[src/sv/sorted_priority_queue_top_defines.svh]
// Assertion macros for the sorted priority queue.
`ifndef SORTED_PRIORITY_QUEUE_TOP_DEFINES_SVH
`define SORTED_PRIORITY_QUEUE_TOP_DEFINES_SVH

`ifndef SYNTHESIS
`define SPQ_ASSERT(lbl, prop) \
  lbl: assert property (@(posedge clk) disable iff (!rst_n) (prop)) \
    else $error("sorted priority queue check failed");
`define SPQ_ASSERT_NEXT(lbl, cond, prop) \
  lbl: assert property (@(posedge clk) disable iff (!rst_n) (cond) |=> (prop)) \
    else $error("sorted priority queue check failed");
`else
`define SPQ_ASSERT(lbl, prop)
`define SPQ_ASSERT_NEXT(lbl, cond, prop)
`endif

`endif

[src/sv/spq_pkg.sv]
// Shared constants, types and functions of the sorted priority queue.
package spq_pkg;

  localparam int DEPTH  = 16;
  localparam int CNT_W  = $clog2(DEPTH + 1);
  localparam int VAL_W  = 32;
  localparam int PRIO_W = 3;
  localparam int ST_W   = 2;
  localparam int FILL_W = 5;

  localparam logic [PRIO_W-1:0] PRIO_MIN = 3'd1;
  localparam logic [PRIO_W-1:0] PRIO_MAX = 3'd5;

  typedef enum logic [ST_W-1:0] {
    ST_OK    = 2'd0,
    ST_FULL  = 2'd1,
    ST_EMPTY = 2'd2
  } spq_status_t;

  typedef enum logic {
    FUNC_PUSH = 1'b0,
    FUNC_POP  = 1'b1
  } spq_func_t;

  typedef struct packed {
    logic signed [VAL_W-1:0] value;
    logic [PRIO_W-1:0]       prio;
  } spq_entry_t;

  typedef struct packed {
    logic              push;
    logic              pop;
    logic [PRIO_W-1:0] prio;
    logic [CNT_W-1:0]  count;
  } spq_ctl_t;

  function automatic logic [PRIO_W-1:0] clamp_prio(input logic [PRIO_W-1:0] p);
    logic [PRIO_W-1:0] q;
    q = p;
    if (q < PRIO_MIN) q = PRIO_MIN;
    if (q > PRIO_MAX) q = PRIO_MAX;
    return q;
  endfunction

endpackage

[src/sv/spq_cell.sv]
// One queue cell: holds an entry and shifts toward or away from the head.
module spq_cell (
  input  logic                          clk,
  input  spq_pkg::spq_ctl_t             ctl,
  input  logic [spq_pkg::CNT_W-1:0]     idx,
  input  logic signed [spq_pkg::VAL_W-1:0] new_value,
  input  spq_pkg::spq_entry_t           left_entry,
  input  logic                          left_keep,
  input  spq_pkg::spq_entry_t           right_entry,
  output spq_pkg::spq_entry_t           entry,
  output logic                          keep
);
  import spq_pkg::*;

  spq_entry_t entry_r;
  spq_entry_t entry_nxt;
  logic       occupied;

  assign occupied = idx < ctl.count;
  assign keep     = occupied && (entry_r.prio >= ctl.prio);
  assign entry    = entry_r;

  always_comb begin
    entry_nxt = entry_r;
    if (ctl.push) begin
      if (!keep) begin
        if (left_keep) begin
          entry_nxt.value = new_value;
          entry_nxt.prio  = ctl.prio;
        end else begin
          entry_nxt = left_entry;
        end
      end
    end else if (ctl.pop) begin
      entry_nxt = right_entry;
    end
  end

  always_ff @(posedge clk) begin
    entry_r <= entry_nxt;
  end

endmodule

[src/sv/sorted_priority_queue_top.sv]
// Sorted priority queue: top level with the cell row, fill count and result register.
// One transaction is accepted per clock cycle while in_stall is low; its result appears
// in the output register in the following cycle, and in_stall rises only while that register
// holds a result that the receiver stalls. Every cell compares its own priority with the
// pushed one and shifts toward or away from the head in the same edge, so the queue update
// does not depend on the fill. Cell contents need no clearing after reset: the fill count
// alone marks which cells hold entries.
module sorted_priority_queue_top (
  input  logic                              clk,
  input  logic                              rst_n,
  input  logic                              in_valid,
  output logic                              in_stall,
  input  logic                              in_func,
  input  logic signed [spq_pkg::VAL_W-1:0]  in_value,
  input  logic [spq_pkg::PRIO_W-1:0]        in_prio,
  output logic                              out_valid,
  input  logic                              out_stall,
  output logic [spq_pkg::ST_W-1:0]          out_status,
  output logic signed [spq_pkg::VAL_W-1:0]  out_value,
  output logic [spq_pkg::PRIO_W-1:0]        out_prio,
  output logic [spq_pkg::FILL_W-1:0]        out_fill
);
  import spq_pkg::*;

  `include "sorted_priority_queue_top_defines.svh"

  logic [CNT_W-1:0]        count_r;
  logic [CNT_W-1:0]        count_nxt;
  logic                    out_valid_r;
  logic [ST_W-1:0]         out_status_r;
  logic signed [VAL_W-1:0] out_value_r;
  logic [PRIO_W-1:0]       out_prio_r;
  logic [FILL_W-1:0]       out_fill_r;

  logic                    accept;
  logic                    is_push;
  logic                    full;
  logic                    empty;
  logic                    push_ok;
  logic                    pop_ok;
  spq_status_t             status;
  spq_ctl_t                ctl;
  logic [CNT_W+FILL_W-1:0] fill_ext;

  spq_entry_t              entries [DEPTH];
  logic                    keeps   [DEPTH];

  assign in_stall = out_valid_r && out_stall;
  assign accept   = in_valid && !in_stall;
  assign is_push  = (spq_func_t'(in_func) == FUNC_PUSH);
  assign full     = (count_r == CNT_W'(DEPTH));
  assign empty    = (count_r == '0);
  assign push_ok  = accept && is_push && !full;
  assign pop_ok   = accept && !is_push && !empty;

  assign ctl.push  = push_ok;
  assign ctl.pop   = pop_ok;
  assign ctl.prio  = clamp_prio(in_prio);
  assign ctl.count = count_r;

  always_comb begin
    count_nxt = count_r;
    status    = ST_OK;
    priority if (is_push) begin
      if (full) status = ST_FULL;
      else      count_nxt = count_r + CNT_W'(1);
    end else begin
      if (empty) status = ST_EMPTY;
      else       count_nxt = count_r - CNT_W'(1);
    end
  end

  assign fill_ext = {{FILL_W{1'b0}}, count_nxt};

  for (genvar i = 0; i < DEPTH; i++) begin : g_cell
    spq_entry_t left_e;
    logic       left_k;
    spq_entry_t right_e;

    if (i == 0) begin : g_head
      assign left_e = entries[0];
      assign left_k = 1'b1;
    end else begin : g_mid
      assign left_e = entries[i-1];
      assign left_k = keeps[i-1];
    end

    if (i == DEPTH - 1) begin : g_tail
      assign right_e = entries[i];
    end else begin : g_body
      assign right_e = entries[i+1];
    end

    spq_cell u_cell (
      .clk         (clk),
      .ctl         (ctl),
      .idx         (CNT_W'(i)),
      .new_value   (in_value),
      .left_entry  (left_e),
      .left_keep   (left_k),
      .right_entry (right_e),
      .entry       (entries[i]),
      .keep        (keeps[i])
    );
  end

  always_ff @(posedge clk) begin
    if (!rst_n) begin
      count_r     <= '0;
      out_valid_r <= 1'b0;
    end else begin
      if (accept) begin
        count_r     <= count_nxt;
        out_valid_r <= 1'b1;
      end else if (!out_stall) begin
        out_valid_r <= 1'b0;
      end
    end
  end

  always_ff @(posedge clk) begin
    if (accept) begin
      out_status_r <= status;
      out_value_r  <= pop_ok ? entries[0].value : '0;
      out_prio_r   <= pop_ok ? entries[0].prio : '0;
      out_fill_r   <= fill_ext[FILL_W-1:0];
    end
  end

  assign out_valid  = out_valid_r;
  assign out_status = out_status_r;
  assign out_value  = out_value_r;
  assign out_prio   = out_prio_r;
  assign out_fill   = out_fill_r;

  `SPQ_ASSERT(a_count_bound, count_r <= CNT_W'(DEPTH))
  `SPQ_ASSERT(a_head_sorted, (count_r >= CNT_W'(2)) |-> (entries[0].prio >= entries[1].prio))
  `SPQ_ASSERT_NEXT(a_push_grows, push_ok, count_r == $past(count_r) + CNT_W'(1))
  `SPQ_ASSERT_NEXT(a_pop_prio, pop_ok, (out_prio_r >= PRIO_MIN) && (out_prio_r <= PRIO_MAX))

endmodule

[config.mk]
export PLATFORM = sky130hd
export DESIGN_NAME = sorted_priority_queue_top
export DESIGN_NICKNAME = d
export VERILOG_FILES = /design/src/sv/spq_pkg.sv /design/src/sv/spq_cell.sv /design/src/sv/sorted_priority_queue_top.sv
export VERILOG_INCLUDE_DIRS = /design/src /design/src/sv
export SDC_FILE = /design/constraint.sdc
export NUM_CORES = 1
export LEC_CHECK = 0
export BUFFER_PORTS_ARGS = -buffer_cell sky130_fd_sc_hd__buf_4
export CAP_MARGIN = 20
export CELL_PAD_IN_SITES_DETAIL_PLACEMENT = 1
export CELL_PAD_IN_SITES_GLOBAL_PLACEMENT = 2
export CORE_MARGIN = 1.5
export CORE_UTILIZATION = 40
export CTS_BUF_LIST = sky130_fd_sc_hd__clkbuf_4 sky130_fd_sc_hd__clkbuf_8
export DETAILED_ROUTE_END_ITERATION = 6
export GPL_ROUTABILITY_DRIVEN = 1
export GPL_TIMING_DRIVEN = 0
export HOLD_SLACK_MARGIN = 0.03
export PLACE_DENSITY = 0.79
export SETUP_SLACK_MARGIN = 0.4
export SLEW_MARGIN = 20
export SYNTH_ARGS = -nofsm -noshare
export SYNTH_HDL_FRONTEND = slang
export SYNTH_SLANG_ARGS = --single-unit
[constraint.sdc]
create_clock -name clk -period 6.7 [get_ports clk]
set_input_delay 1.34 -clock clk [delete_from_list [all_inputs] [get_ports clk]]
set_output_delay 1.34 -clock clk [all_outputs]
set_load 0.005 [all_outputs]
==> results_dict.tcl <==
set metrics [dict create \
    setup_viol 0 \
    grt_pass1_wl_um 164000 \
    hold_violations 0 \
    synth-compound-area-share_pct 13.1 \
    synth_fa_ha_area_share_pct 1.49 \
    clock_latency_ns 0.74 \
    grt_util_all_layers_pct 27.9 \
    synthCells 2876 \
    async_flop_share_pct 0 \
    area_delta_synth_final_pct 15.2 \
    period_share_pct 77.1 \
    clockRootBuffer "clkbuf_8" \
    grt_max_degree 36 \
    cts_tree "yes" \
    synth_mux_area_share_pct 8.59 \
    critPathLaunchType "primary input" \
    die_h_um 280 \
    synthFlopType "edfxtp_1" \
    drtIter0Drc 1681 \
    worstMarginPinSlew_ns 1.02 \
    syn-num-nets 2952 \
    antenna_found_initial 2 \
    cts.sinks 608 \
    maxCapViolCount 0 \
    routabilityCongestion 0.854 \
    drtAntennaViolNets 0 \
    synth_simple_gate_area_share_pct 13.3 \
    path_max_fanout 25 \
    numCtsBuffers 108 \
    synth-xor-area-share_pct 0.0853 \
    rsz0062_at_grt "false" \
    p_leak_nw 13.2 \
    grt_pass1_vias 26900 \
    multi_input_area_um2 11400 \
    htreeDepth 3 \
    cts_setup_buffers 0 \
    relSlewSlack_pct 32.3 \
    syn_area_um2 30800 \
    synth_top_family_by_area "simple AND/OR/NAND/NOR gates" \
    wl_um 109000 \
    peakVddDrop_mv 0.142 \
    synth_seq_area_share_pct 59.1 \
    ys_ff_latch 608 \
    drc 0 \
    whs_ns 0.553 \
    dieWidth_um 280 \
    first_pass_iters 5 \
    yosysWarningCount 0 \
    rows 101 \
    p_per_area_nw_per_um2 296 \
    wire_per_inst_um 26.0 \
    ios 84 \
    end_kind "register" \
    initial_utilization_pct 40.5 \
    max_freq_mhz 194 \
    arrival_ns 5.58 \
    vias_per_cell 5.74 \
    nets 3165 \
    critical_path_class "primary input to register" \
    run_status "finished clean" \
    min_path_type "register to register" \
    design.core.area_um2 76100 \
    seqCellArea_um2 18200 \
    fill_cells 8352 \
    cts.clk_slew.worst_paths_ns 0.06 \
    drive_gt1_share_pct 14.6 \
    clk_path_buf_depth 3 \
    ctsHoldBuffers 0 \
    postLayoutCellArea_um2 35500 \
    synth.distinct_cells 60 \
    die_area_um2 78700 \
    cts_resized 0 \
    crit_required_ns 7.12 \
    drv_slew 0 \
    period_needed_ns 5.16 \
    syn_avg_cell_area_um2 10.7 \
    placed_cell_area_um2 33400 \
    synth_edf_count 602 \
    port_buffers 82 \
    fin_skew_ns 0.0240 \
    hpwl_um 84100 \
    grt-ovfl-total 0 \
    vias 24100 \
]
[sequential cells by signal (all words and copies together) (netlist names)]
name,flops
g_cell.u_cell.entry,560
out_valid,1
out_prio,3
count_r,5
out_fill,5
out_status,2
out_value,32
[per-layer routing]
metal	up-vias	routed length (um)	track usage, %
met1	12400	46300	35.5
met3	195	4720	3.56
met4	0	3640	10.1
met2	646	54600	48.4
met5	-	0	0
li1	10900	-	-
[synthesized netlist by cell type (4+ instances only)]
| cell | instances | share of area [%] |
|---|---|---|
| o21ai_0 | 262 | 4.3 |
| buf_2 | 97 | 1.6 |
| a221oi_1 | 7 | 0.20 |
| buf_6 | 13 | 0.48 |
| nand2b_1 | 28 | 0.57 |
| nor2b_1 | 5 | 0.10 |
| a211o_1 | 6 | 0.17 |
| inv_1 | 29 | 0.35 |
| mux2_1 | 5 | 0.18 |
| edfxtp_1 | 602 | 59 |
| mux2i_1 | 225 | 7.3 |
| buf_4 | 20 | 0.49 |
| a22oi_1 | 5 | 0.12 |
| a21o_1 | 4 | 0.097 |
| nor2_1 | 161 | 2.0 |
| a21oi_1 | 279 | 4.5 |
| nand2_1 | 597 | 7.3 |
| o221ai_1 | 8 | 0.23 |
| o311ai_1 | 4 | 0.11 |
| nor3_1 | 12 | 0.19 |
| o211ai_1 | 96 | 2.3 |
| buf_1 | 7 | 0.085 |
| dfxtp_1 | 6 | 0.39 |
| clkbuf_1 | 116 | 1.4 |
| o311ai_0 | 4 | 0.11 |
| and3_1 | 39 | 0.79 |
| mux2_2 | 30 | 1.1 |
| ha_1 | 36 | 1.5 |
| nand3_1 | 123 | 2.0 |
| a221o_1 | 10 | 0.32 |
[critical path: stages]
cell,delay [ns]
buf_4,0.10
buf_2,0.31
nor2b_1,0.14
inv_1,0.65
a21o_1,0.19
buf_2,0.51
ha_1,0.35
nand2b_1,0.14
a221o_1,0.31
and3_1,0.20
clkbuf_1,0.22
buf_2,0.28
o21ai_4,0.54
buf_16,0.26
[path summary, 6_finish.rpt]
kind / from / end / slack, ns / depth (start not counted)
max: in_prio[2] / g_cell[12].u_cell.entry[25]$_DFFE_PP_ / 1.54 / 14
min: g_cell[15].u_cell.entry[4]$_DFFE_PP_ / g_cell[14].u_cell.entry[4]$_DFFE_PP_ / 0.55 / 2
min reg2reg: g_cell[15].u_cell.entry[4]$_DFFE_PP_ / g_cell[14].u_cell.entry[4]$_DFFE_PP_ / 0.55 / 2
max reg2reg: count_r[1]$_SDFFE_PN0P_ / g_cell[15].u_cell.entry[20]$_DFFE_PP_ / 2.36 / 10
[cells by family after synthesis]
family,after synthesis
and+or+nand+nor,980
AOI/OAI and AO/OA,705
DFF,608
buffers and inverters,283
muxes,260
adders and majority gates,37
xor gates and xnor gates,3
[area by class of cell]
cell class	count	area share (%)
Timing Repair Buffer	103	3.26
Antenna cell	5	0.0352
Tap cell	1030	3.63
Sequential cell	608	51.3
Clock buffer	155	5.23
Inverter	30	0.317
Multi-Input combinational cell	1985	32.2
Buffer	253	3.51
Clock inverter	37	0.515
[where the power goes]
part           switching [mW]  internal, mW  leakage (nW)
sequential              0.240          4.80          5.75
combinational            1.34         0.702          6.40
clock                    1.66          1.78          1.09
[layout by cell type, fill, tap and decap left out, drive strengths merged, types with 3 or more instances in the layout]
| cell type | synthesis | layout |
|---|---|---|
| edfxtp | 602 | 602 |
| nand2 | 597 | 597 |
| a21oi | 279 | 279 |
| clkbuf | 116 | 271 |
| o21ai | 264 | 264 |
| buf | 137 | 240 |
| mux2i | 225 | 225 |
| nor2 | 162 | 162 |
| nand3 | 123 | 123 |
| o211ai | 96 | 96 |
| and3 | 39 | 39 |
| ha | 36 | 36 |
| mux2 | 35 | 35 |
| inv | 30 | 35 |
| clkinv | 0 | 31 |
| nand2b | 28 | 28 |
| nor3 | 13 | 13 |
| a221o | 10 | 10 |
| o221ai | 8 | 8 |
| a221oi | 8 | 8 |
| o311ai | 8 | 8 |
| a211o | 6 | 6 |
| dfxtp | 6 | 6 |
| diode | 0 | 5 |
| nor2b | 5 | 5 |
| a22oi | 5 | 5 |
| a21o | 4 | 4 |
| a21bo | 3 | 3 |
| a31oi | 3 | 3 |
| and2 | 3 | 3 |
[per-stage QoR]
| step | setup TNS (ns) | setup WS, ns | cells | utilization [%] | power, mW |
|---|---|---|---|---|---|
| after floorplan | 0 | 0.420 | 2876 | - | 6.27 |
| after global placement | -687.49 | -2.95 | 3988 | 43.0 | 6.97 |
| after detailed placement | 0 | 0.847 | 4009 | 44.0 | 7.14 |
| after CTS | 0 | 1.60 | 4201 | 46.6 | 10.6 |
| after global routing | 0 | 1.36 | 4202 | 46.6 | 11.0 |
| final | 0 | 1.54 | 4206 | 46.7 | 10.5 |
(Power assumes the default switching activity.)
